--- src/rtl/core/bsp_pkg.sv ---
// Shared types, action codes, flag constants and time packet table of the stream port.
package bsp_pkg;

  // Bus access selector, carried on the slave-side tuser.
  typedef enum logic [3:0] {
    ACT_PFX_COUNT  = 4'd0,
    ACT_PFX_READ   = 4'd1,
    ACT_DATA_READ  = 4'd2,
    ACT_STATUS     = 4'd3,
    ACT_STATUS_CLR = 4'd4,
    ACT_CHAN_READ  = 4'd5,
    ACT_CHAN_LO    = 4'd6,
    ACT_CHAN_HI    = 4'd7,
    ACT_PFX_LATCH  = 4'd8,
    ACT_DATA_LATCH = 4'd9
  } action_t;

  typedef enum logic {
    ST_IDLE,
    ST_EXEC
  } state_t;

  // Controller to datapath.
  typedef struct packed {
    logic capture;
    logic execute;
  } cmd_t;

  // Datapath to controller.
  typedef struct packed {
    logic out_free;
  } stat_t;

  localparam int ACTION_W   = 4;
  localparam int IN_DATA_W  = 96;
  localparam int OUT_DATA_W = 32;
  localparam int CHAN_W     = 14;
  localparam int CAL_W      = 45;
  localparam int OFF_W      = 12;

  localparam logic [7:0] FLAG_LAST  = 8'h80;
  localparam logic [7:0] FLAG_FIRST = 8'h10;
  localparam logic [7:0] FLAG_FAIL  = 8'h0F;
  localparam logic [7:0] CHAN_LO_ALL = 8'hFF;

  // Byte of the time packet at a given offset, from the latched calendar word.
  function automatic logic [7:0] time_byte(input logic [OFF_W-1:0] off,
                                           input logic [CAL_W-1:0] cal);
    logic [15:0] year;
    logic [7:0]  b;
    year = cal[44:29];
    unique case (off)
      12'd4:   b = 8'h10;
      12'd5:   b = 8'h01;
      12'd6:   b = 8'h01;
      12'd10:  b = {2'b00, cal[5:0]};
      12'd11:  b = {2'b00, cal[11:6]};
      12'd12:  b = {3'b000, cal[16:12]};
      12'd13:  b = {5'b00000, cal[19:17]};
      12'd14:  b = {3'b000, cal[24:20]};
      12'd15:  b = {4'b0000, cal[28:25]};
      12'd16:  b = year[7:0];
      12'd17:  b = year[15:8];
      default: b = 8'h00;
    endcase
    return b;
  endfunction

endpackage

--- src/rtl/core/broadcast_stream_port_unit.sv ---
// Top level of the broadcast stream register port: controller plus datapath.
//
// One slave beat is one bus access to the port. s_tuser carries the access
// code (prefix count, prefix, data, status, status clear, channel read,
// channel low/high write, prefix latch, data latch); s_tdata carries the
// write byte, the host stream lookup answers, the next stream byte and the
// calendar word. One master beat comes back for every access: the read
// byte, a stream-opened flag with its channel and file index, and a flag
// that the offered stream byte was consumed.
// A captured access is executed once the result register is free, and its
// result is then presented on m_tvalid. The port holds one access at a
// time, so it takes no new beat until the last is executed: it captures
// the access, then updates the port state and loads the result register.
// Reset (rst, synchronous, active high) clears the channel, latches,
// queues, offsets and status; m_tvalid drops.
// When the receiver stalls, the result beat holds in its register. One
// further access is still captured, and then waits in execution until the
// pending result is taken, so no beat is lost or reordered.
module broadcast_stream_port_unit
  import bsp_pkg::*;
#(
  parameter int PACKET_BYTES = 22,
  parameter int QUEUE_LIMIT  = 128
) (
  input  logic                  clk,
  input  logic                  rst,
  input  logic                  s_tvalid,
  output logic                  s_tready,
  // [7:0] value, [8] found_at_index, [24:9] packets_at_index,
  // [25] found_at_zero, [41:26] packets_at_zero, [49:42] stream_byte,
  // [94:50] calendar, [95] zero
  input  logic [IN_DATA_W-1:0]  s_tdata,
  // [3:0] action
  input  logic [ACTION_W-1:0]   s_tuser,
  output logic                  m_tvalid,
  input  logic                  m_tready,
  // [7:0] read_data, [8] loaded, [22:9] loaded_channel,
  // [30:23] loaded_index, [31] byte_taken
  output logic [OUT_DATA_W-1:0] m_tdata
);

  cmd_t  cmd;
  stat_t stat;

  // Sequence capture and execution of each access
  bsp_ctrl u_ctrl (
    .clk      (clk),
    .rst      (rst),
    .s_tvalid (s_tvalid),
    .s_tready (s_tready),
    .stat     (stat),
    .cmd      (cmd)
  );

  // Hold port state and the result beat
  bsp_datapath #(
    .PACKET_BYTES (PACKET_BYTES),
    .QUEUE_LIMIT  (QUEUE_LIMIT)
  ) u_datapath (
    .clk      (clk),
    .rst      (rst),
    .s_tdata  (s_tdata),
    .s_tuser  (s_tuser),
    .m_tvalid (m_tvalid),
    .m_tready (m_tready),
    .m_tdata  (m_tdata),
    .cmd      (cmd),
    .stat     (stat)
  );

endmodule

--- src/rtl/core/bsp_ctrl.sv ---
// Controller state machine: sequences capture and execution of one bus access.
module bsp_ctrl
  import bsp_pkg::*;
(
  input  logic  clk,
  input  logic  rst,
  input  logic  s_tvalid,
  output logic  s_tready,
  input  stat_t stat,
  output cmd_t  cmd
);

  state_t state, state_next;

  always_ff @(posedge clk) begin
    if (rst) begin
      state <= ST_IDLE;
    end else begin
      state <= state_next;
    end
  end

  always_comb begin
    state_next = state;
    unique case (state)
      ST_IDLE: begin
        if (s_tvalid) state_next = ST_EXEC;
      end
      ST_EXEC: begin
        if (stat.out_free) state_next = ST_IDLE;
      end
      default: state_next = ST_IDLE;
    endcase
  end

  always_comb begin
    s_tready    = 1'b0;
    cmd.capture = 1'b0;
    cmd.execute = 1'b0;
    unique case (state)
      ST_IDLE: begin
        s_tready    = 1'b1;
        cmd.capture = s_tvalid;
      end
      ST_EXEC: begin
        cmd.execute = stat.out_free;
      end
      default: ;
    endcase
  end

endmodule

--- src/rtl/core/bsp_datapath.sv ---
// Datapath: access register, port state, update logic and result register.
module bsp_datapath
  import bsp_pkg::*;
#(
  parameter int PACKET_BYTES = 22,
  parameter int QUEUE_LIMIT  = 128
) (
  input  logic                  clk,
  input  logic                  rst,
  input  logic [IN_DATA_W-1:0]  s_tdata,
  input  logic [ACTION_W-1:0]   s_tuser,
  output logic                  m_tvalid,
  input  logic                  m_tready,
  output logic [OUT_DATA_W-1:0] m_tdata,
  input  cmd_t                  cmd,
  output stat_t                 stat
);

  localparam int QW   = $clog2(QUEUE_LIMIT + 1);
  localparam int POSW = $clog2(PACKET_BYTES);

  // Captured access
  action_t          act;
  logic [7:0]       value;
  logic             found_idx;
  logic [15:0]      pk_idx;
  logic             found_zero;
  logic [15:0]      pk_zero;
  logic [7:0]       sbyte;
  logic [CAL_W-1:0] cal_in;

  // Port state
  logic [CHAN_W-1:0] chan, chan_next;
  logic [7:0]        pfx, pfx_next;
  logic [7:0]        dat, dat_next;
  logic [7:0]        status, status_next;
  logic              pfx_en, pfx_en_next;
  logic              dat_en, dat_en_next;
  logic              first, first_next;
  logic [OFF_W-1:0]  off, off_next;
  logic [POSW-1:0]   pos, pos_next;
  logic [7:0]        sidx, sidx_next;
  logic [QW-1:0]     pq, pq_next;
  logic [QW-1:0]     dq, dq_next;
  logic              open, open_next;
  logic [CAL_W-1:0]  lcal, lcal_next;

  // Result fields
  logic [7:0]        rd;
  logic              ld;
  logic [CHAN_W-1:0] lch;
  logic [7:0]        lidx;
  logic              taken;

  function automatic logic [QW-1:0] sat_queue(input logic [15:0] cnt);
    return (cnt < 16'(QUEUE_LIMIT)) ? QW'(cnt) : QW'(QUEUE_LIMIT);
  endfunction

  always_ff @(posedge clk) begin
    if (cmd.capture) begin
      act        <= action_t'(s_tuser);
      value      <= s_tdata[7:0];
      found_idx  <= s_tdata[8];
      pk_idx     <= s_tdata[24:9];
      found_zero <= s_tdata[25];
      pk_zero    <= s_tdata[41:26];
      sbyte      <= s_tdata[49:42];
      cal_in     <= s_tdata[94:50];
    end
  end

  always_comb begin
    logic             ok;
    logic [15:0]      cnt;
    logic [7:0]       idx_v;
    logic [7:0]       pb;
    logic [7:0]       db;
    logic [CAL_W-1:0] cal_v;

    chan_next   = chan;
    pfx_next    = pfx;
    dat_next    = dat;
    status_next = status;
    pfx_en_next = pfx_en;
    dat_en_next = dat_en;
    first_next  = first;
    off_next    = off;
    pos_next    = pos;
    sidx_next   = sidx;
    pq_next     = pq;
    dq_next     = dq;
    open_next   = open;
    lcal_next   = lcal;
    rd    = 8'h00;
    ld    = 1'b0;
    lch   = '0;
    lidx  = 8'h00;
    taken = 1'b0;
    ok    = 1'b0;
    cnt   = 16'h0000;
    idx_v = sidx;
    pb    = pfx;
    db    = dat;
    cal_v = lcal;

    unique case (act)
      ACT_PFX_COUNT: begin
        if (pfx_en && dat_en) begin
          if (pq == '0 && dq == '0) begin
            off_next = '0;
            pos_next = '0;
            if (chan == '0) begin
              pq_next    = sat_queue(16'd1);
              dq_next    = sat_queue(16'd1);
              first_next = 1'b1;
            end else begin
              if (found_idx) begin
                ok  = 1'b1;
                cnt = pk_idx;
              end else if (sidx != 8'h00) begin
                idx_v = 8'h00;
                if (found_zero) begin
                  ok  = 1'b1;
                  cnt = pk_zero;
                end
              end
              sidx_next = idx_v;
              if (ok) begin
                ld         = 1'b1;
                lch        = chan;
                lidx       = idx_v;
                open_next  = 1'b1;
                first_next = 1'b1;
                sidx_next  = idx_v + 8'd1;
                pq_next    = sat_queue(cnt);
                dq_next    = sat_queue(cnt);
              end else begin
                open_next = 1'b0;
                pfx_next  = pfx | FLAG_FAIL;
              end
            end
          end
          rd = 8'(pq_next);
        end
      end
      ACT_PFX_READ: begin
        if (pfx_en) begin
          if (pq != '0) begin
            pb = 8'h00;
            if (first) begin
              pb         = pb | FLAG_FIRST;
              first_next = 1'b0;
            end
            pq_next = pq - QW'(1);
            if (pq == QW'(1)) pb = pb | FLAG_LAST;
          end
          pfx_next    = pb;
          status_next = status | pb;
          rd          = pb;
        end
      end
      ACT_DATA_READ: begin
        if (dat_en) begin
          if (dq != '0) begin
            if (chan == '0) begin
              if (off == '0) begin
                cal_v     = cal_in;
                lcal_next = cal_in;
              end
              db = time_byte(off, cal_v);
            end else if (open) begin
              db    = sbyte;
              taken = 1'b1;
            end
            off_next = off + OFF_W'(1);
            // Packet boundary: drop one packet from the data queue
            if (pos == POSW'(PACKET_BYTES - 1)) begin
              pos_next = '0;
              dq_next  = dq - QW'(1);
            end else begin
              pos_next = pos + POSW'(1);
            end
          end
          dat_next = db;
          rd       = db;
        end
      end
      ACT_STATUS: begin
        rd = status;
      end
      ACT_STATUS_CLR: begin
        rd          = status;
        status_next = 8'h00;
      end
      ACT_CHAN_READ: begin
        rd = chan[7:0];
      end
      ACT_CHAN_LO: begin
        if (chan[7:0] != CHAN_LO_ALL) sidx_next = 8'h00;
        chan_next = {chan[13:8], value};
      end
      ACT_CHAN_HI: begin
        if (chan[13:8] != value[5:0]) sidx_next = 8'h00;
        chan_next = {value[5:0], chan[7:0]};
      end
      ACT_PFX_LATCH: begin
        pfx_en_next = (value != 8'h00);
        pq_next     = '0;
      end
      ACT_DATA_LATCH: begin
        dat_en_next = (value != 8'h00);
        dq_next     = '0;
      end
      default: ;
    endcase
  end

  always_ff @(posedge clk) begin
    if (rst) begin
      chan   <= '0;
      pfx    <= 8'h00;
      dat    <= 8'h00;
      status <= 8'h00;
      pfx_en <= 1'b0;
      dat_en <= 1'b0;
      first  <= 1'b0;
      off    <= '0;
      pos    <= '0;
      sidx   <= 8'h00;
      pq     <= '0;
      dq     <= '0;
      open   <= 1'b0;
      lcal   <= '0;
    end else if (cmd.execute) begin
      chan   <= chan_next;
      pfx    <= pfx_next;
      dat    <= dat_next;
      status <= status_next;
      pfx_en <= pfx_en_next;
      dat_en <= dat_en_next;
      first  <= first_next;
      off    <= off_next;
      pos    <= pos_next;
      sidx   <= sidx_next;
      pq     <= pq_next;
      dq     <= dq_next;
      open   <= open_next;
      lcal   <= lcal_next;
    end
  end

  // Result register
  always_ff @(posedge clk) begin
    if (rst) begin
      m_tvalid <= 1'b0;
    end else if (cmd.execute) begin
      m_tvalid <= 1'b1;
    end else if (m_tready) begin
      m_tvalid <= 1'b0;
    end
  end

  always_ff @(posedge clk) begin
    if (cmd.execute) begin
      m_tdata <= {taken, lidx, lch, ld, rd};
    end
  end

  assign stat.out_free = !m_tvalid || m_tready;

endmodule

--- config.mk ---
export PLATFORM = sky130hd
export DESIGN_NAME = broadcast_stream_port_unit
export DESIGN_NICKNAME = d
export VERILOG_FILES = /design/src/rtl/core/bsp_pkg.sv /design/src/rtl/core/broadcast_stream_port_unit.sv /design/src/rtl/core/bsp_ctrl.sv /design/src/rtl/core/bsp_datapath.sv
export SDC_FILE = /design/constraint.sdc
export NUM_CORES = 1
export LEC_CHECK = 0
export ABC_CLOCK_PERIOD_IN_PS = 5600
export BUFFER_PORTS_ARGS = -buffer_cell sky130_fd_sc_hd__buf_2
export CAP_MARGIN = 20
export CELL_PAD_IN_SITES_DETAIL_PLACEMENT = 0
export CELL_PAD_IN_SITES_GLOBAL_PLACEMENT = 1
export CORE_UTILIZATION = 41
export DETAILED_ROUTE_END_ITERATION = 7
export PLACE_DENSITY = 0.84
export SYNTH_ARGS = -nofsm -noshare
export SYNTH_HDL_FRONTEND = slang
export SYNTH_SLANG_ARGS = --single-unit
--- constraint.sdc ---
create_clock -name clk -period 5.6 [get_ports clk]
set_input_delay 0.56 -clock clk [delete_from_list [all_inputs] [get_ports clk]]
set_output_delay 0.56 -clock clk [all_outputs]
set_load 0.1 [all_outputs]
# == Yosys cells after proc, flatten, opt, wreduce, memory -nomap -nowiden ==
# Index checks and enable logic that the tools add are counted.
# totals
in_bits,104
regBits,261
# classes
magnitude_cmp,1
eq_ne,36
muxes,94
bitwise,12
reduce_logical,40
add_sub_neg,5
# op_table
op,n
8-bit two-way mux,41
16-bit two-way mux,7
8-bit case mux with 10 select lines,1
"12-bit by 4-bit == test with 1-bit output, second input constant",6
8-bit case mux with 3 select lines,3
12-bit two-way mux,4
45-bit two-way mux,1
8-bit case mux with 5 select lines,1
"12-bit by 3-bit == test with 1-bit output, second input constant",3
8-bit case mux with 2 select lines,2
8-bit nonzero test,4
5-bit two-way mux,6
14-bit case mux with 2 select lines,1
"12-bit by 5-bit == test with 1-bit output, second input constant",2
12-bit case mux with 2 select lines,1
1-bit two-way mux,22
7-bit AND reduction,3
"2-bit by 1-bit inequality test with 1-bit output, second input constant",9
"4-bit by 3-bit == test with 1-bit output, second input constant",4
8-bit logical NOT,2
"16-bit by 8-bit less-than comparator with 1-bit output, second input constant",1
"8-bit by 1-bit subtractor with 8-bit output, second input constant",2
5-bit AND reduction,3
14-bit logical NOT,1
other kinds (32),58

# == Logic depth before layout (Yosys ltp) ==
# depth
word_depth,14
depth_mapped,10
mapped_depth_nobuf,8

# == By module ==
# From an unflattened synthesis, not the netlist that was laid out.
# unflattened
hier_cells,1104
area_unflattened_um2,11374.7
# modules_own_cells
module,instances,area_per_inst_um2,cells_per_inst
bsp_datapath,1,11322.1,1098
bsp_ctrl,1,52.6,6

# == Least setup slack after synthesis ==
# Ideal clock, no wire load.
# synth_timing
path_type,input to register
start,input s_tvalid
end,register u_datapath.act[0] (enable)
path_slack_ns,0.161
path_buffers,0
cell_stages,1
arrival_time_ns,4.869
cell_sequence,nor2b_1
# synth_via
elab_chain_len,1
# synth_lines
item,line_no,text
start: declaration,broadcast_stream_port_unit.sv:27,"input logic s_tvalid,"
1-bit two-way mux,bsp_ctrl.sv:40,unique case (state)
end signal: assignment,bsp_datapath.sv:61,act <= action_t'(s_tuser);
end: declaration,bsp_datapath.sv:23,action_t act;
# Every way passes these cells.
# A chain may end at the register's enable or synchronous reset.

# == Worst setup path in the final report ==
# layout_timing
start,register u_datapath.off[0]
end,"register u_datapath.m_tdata[2], data pin"
# layout_via
elab_chain_len,7
# layout_lines
item,line_no,text
start: declaration,bsp_datapath.sv:40,"logic [OFF_W-1:0] off, off_next;"
start signal: assignment,bsp_datapath.sv:242,off <= off_next;
12-bit by 3-bit == test with 1-bit output / 12-bit logical NOT (equally long branches),"bsp_pkg.sv:52, bsp_datapath.sv:166",
2-bit OR reduction (no source line) / 45-bit two-way mux (equally long branches),n/a,
8-bit case mux with 10 select lines (*),bsp_pkg.sv:52,unique case (off)
8-bit two-way mux (*),bsp_datapath.sv:165,if (chan == '0) begin
8-bit two-way mux (*),bsp_datapath.sv:164,if (dq != '0) begin
8-bit two-way mux (*),bsp_datapath.sv:163,if (dat_en) begin
8-bit case mux with 5 select lines (*),bsp_datapath.sv:106,unique case (act)
via u_datapath.rd[2],bsp_datapath.sv:49,logic [7:0] rd;
end signal: assignment,bsp_datapath.sv:265,"m_tdata <= {taken, lidx, lch, ld, rd};"
end: declaration,bsp_datapath.sv:14,"output logic [OUT_DATA_W-1:0] m_tdata,"
# The timed path passes the listed nets; every way through them passes the cells marked *.

==> impl_metrics.tcl <==
set metrics [dict create \
    status "finished clean" \
    max_stage_delay_ns 0.74 \
    power_per_cell_area_mw_per_mm2 322.4 \
    synth_top_family_by_area "simple AND/OR/NAND/NOR gates" \
    synthFlopType "edfxtp_1" \
    synth_nets 1222 \
    synth_area_mm2 0.01158 \
    max_freq_mhz 244.5 \
    period_needed_ns 4.090 \
    cp_slowest_cell "o41ai_1" \
    cp_cell_sequence "inv_1 > ha_1 > nor3b_1 > nand3_1 > mux2_2 > a21oi_1 > o41ai_1 > o211ai_1" \
    mostFrequentLayoutCell "nand2_1" \
    p_clk_share_pct 44.4 \
    sw_frac_of_total_pct 23.79 \
    synth_cell_type_count 75 \
    ys_ff_latch 261 \
    numCtsBuffers 29 \
    cts_hold_buf 0 \
    p_comb_share_pct 7.4 \
    root_buffer "clkbuf_16" \
    whs_endpoint "u_datapath.pk_zero[4]" \
    r2r_setup_slack_ns 1.51 \
    synthTopCellsByArea "edfxtp_1 (34%), dfxtp_1 (22%), nand2_1 (4.8%)" \
    synth_simple_gate_area_share_pct 20.11 \
    netlist_instances 1107 \
    cap_viol_max_count 0 \
    synth-xor-area-share_pct 1.816 \
    period_share_pct 73.03 \
    slew_viol_final 0 \
    setup_viol_count_final 0 \
    required_ns 5.84 \
    critical_path_class "register to register" \
    cts_tree "built" \
    grt_overflow 0 \
    async_reset_ff_share_pct 0 \
    clock_path_buffers 3 \
    portBuffers 136 \
    min_from "s_tdata[30]" \
    synth_warnings 0 \
    grt_usage_pct 20.72 \
    vias_per_cell 5.521 \
    clkTransAtPathRegs_ns 0.06 \
    place.gp.congestion 0.9494 \
    grt_max_degree 62 \
    synth_compound_area_share_pct 14.34 \
    syn2layout_area_growth_pct 17.84 \
    routed_wl_um 29640 \
    dieArea_mm2 0.02891 \
    post_cts.repair.setup_buffers 0 \
    coreArea_mm2 0.02778 \
    p_leak_nw 5.026 \
    hold_class "input pin to register" \
    wl_per_cell_um 18.15 \
    r2r_cells 8 \
    dp_hpwl_um 20490 \
    intPower_mw 3.353 \
    start_kind "register" \
    synth_top_area_share_pct 33.98 \
    drt.antenna.violating_nets 0 \
    drtIter0Drc 790 \
    diodes 0 \
    drive_gt1_share_pct 18.96 \
    seq_area_frac_synth_pct 56.46 \
    skew_ns 0.02121 \
    synth_adder_area_share_pct 1.189 \
    cp_max_fo 15 \
    start_util_pct 41.67 \
    fp.dieH_um 170.0 \
    rsz0062_at_grt "false" \
    grt_pass1_vias 8492 \
    cts_resized 0 \
    seqPwrFrac_pct 48.2 \
    grt_pass1_wl_um 47000 \
    vdd_drop_max_mv 0.2073 \
    drc 0 \
    end_kind "register" \
    final_cell_mix "nand2_1 (147), buf_2 (137), edfxtp_1 (131), dfxtp_1 (130), nor2_1 (88)" \
    clkLatencyLatePin_ns 0.56 \
    worst_pin_slew_ns 0.9558 \
    fin_nets 1348 \
    num_vias 9015 \
    cts_sinks 261 \
    finalHoldViolations 0 \
    muxShareOfSynthArea_pct 3.188 \
    ios 138 \
    fin_setup_tns_ns 0 \
    r2r-end "u_datapath.m_tdata[2]" \
    arrival_ns 4.33 \
    htree_levels 1 \
    grt_antenna_before_repair 0 \
    power.total_mw 4.399 \
    synth_edf_count 131 \
    first_pass_iters 6 \
    row_count 61 \
    p_sw_mw 1.046 \
    hold_depth 1 \
    worstReg2RegStart "u_datapath.off[0]" \
    slew_headroom_pct 36.28 \
    die_x_um 170.0 \
    syn_avg_cell_area_um2 10.46 \
    yosysTopAreaCell "edfxtp_1" \
]
==> critical path, delay by kind of cell, from the launching register on <==
family	cells	cell delay [ns]
AND/OR/NAND/NOR	2	1.34
AO/OA/AOI/OAI	3	1.06
adder cells (fa/ha/maj)	1	0.53
multiplexers	1	0.38
flip-flops	1	0.37
buffers and inverters	1	0.11
==> per-layer routing <==
metal  track usage [%]  wire length, µm  vias to the layer above  part of all wire (%)
li1                  -                -                     4387                     -
met1             27.76            13010                     4253                    44
met2             34.50            14120                      318                    48
met3             2.698             1599                       57                   5.4
met4             6.933              916                        0                   3.1
met5                 0                0                        -                     0
==> registers in the layout, indices dropped and copies added, names as in the netlist, 4 cells and up <==
signal              cells
u_datapath.dat          8
u_datapath.lcal        45
u_datapath.sbyte        8
u_datapath.m_tdata     32
u_datapath.value        8
u_datapath.off         12
u_datapath.chan        14
u_datapath.cal_in      45
u_datapath.pk_zero     16
u_datapath.sidx         8
u_datapath.pfx          8
u_datapath.act          4
u_datapath.pos          5
u_datapath.pq           8
u_datapath.dq           8
u_datapath.pk_idx      16
u_datapath.status       8
==> stage by stage <==
stage / utilization (%) / hold slack, ns / worst slack (ns) / cells / area [µm²]
3_5_place_dp: 45.46 / 0.4442 / 1.669 / 1577 / 12630
4_1_cts: 48.99 / 0.1518 / 1.649 / 1630 / 13610
6_report: 49.11 / 0.1724 / 1.510 / 1633 / 13640
2_1_floorplan: - / 0.4273 / 0.1611 / 1107 / 11580
3_3_place_gp: 45.46 / 0.4342 / 1.671 / 1577 / 12630
5_1_grt: 49.11 / 0.1529 / 1.334 / 1633 / 13640
==> cell usage after synthesis (all sizes together), types with 6 or more instances <==
cell type and instances:
nand2 147, edfxtp 131, dfxtp 130, nor2 89
a21oi 85, clkbuf 45, nand3 43, nor3 32
mux2i 29, and2 28, o21ai 28, nor4 24
inv 23, buf 14, nand4 14, xnor2 14
and3 13, a211oi 12, a222oi 11, ha 11
a31oi 10, or4 10, xor2 10, a221oi 9
nor2b 9, a21o 8, o211ai 8, o31ai 8
mux2 7, nand2b 7, nor4b 7, o22ai 7
a221o 6, or3 6, or3b 6
==> worst max-delay path by stage <==
stage | startpoint | endpoint | slack, ns | depth (start not counted)
2_1_floorplan | s_tvalid | u_datapath.act[0] | 0.16 | 1
3_3_place_gp | u_datapath.off[0] | u_datapath.m_tdata[2] | 1.67 | 8
3_5_place_dp | u_datapath.off[0] | u_datapath.m_tdata[2] | 1.67 | 8
4_1_cts | u_datapath.off[0] | u_datapath.m_tdata[2] | 1.65 | 8
5_1_grt | u_datapath.off[0] | u_datapath.m_tdata[2] | 1.33 | 8
6_report | u_datapath.off[0] | u_datapath.m_tdata[2] | 1.51 | 8
==> logic make-up (layout without fill, tap and decap cells) <==
logic type                 after synthesis  in the layout
AOI/OAI and AO/OA                      240            240
adders and majority gates               11             11
buffers and inverters                   84            232
muxes                                   36             36
DFF                                    261            261
xor gates and xnor gates                24             24
and+or+nand+nor                        451            451
==> power by group through the flow <==
stage | clock [mW] | sequential, mW | combinational, mW
floorplan | 0 | 2.25 | 0.129
global placement | 0 | 2.16 | 0.322
detailed placement | 0 | 2.16 | 0.324
CTS | 2.00 | 2.12 | 0.325
global route | 2.07 | 2.13 | 0.347
finish | 1.95 | 2.12 | 0.326
==> final cells by class <==
| cell class | count | area [µm²] |
|---|---|---|
| Timing Repair Buffer | 154 | 838.3 |
| Inverter | 25 | 93.84 |
| Fill cell | 2645 | 14140 |
| Clock inverter | 17 | 220.2 |
| Multi-Input combinational cell | 762 | 4720 |
| Clock buffer | 36 | 762.0 |
| Tap cell | 378 | 473.0 |
| Sequential cell | 261 | 6536 |
(Power assumes the default switching activity.)
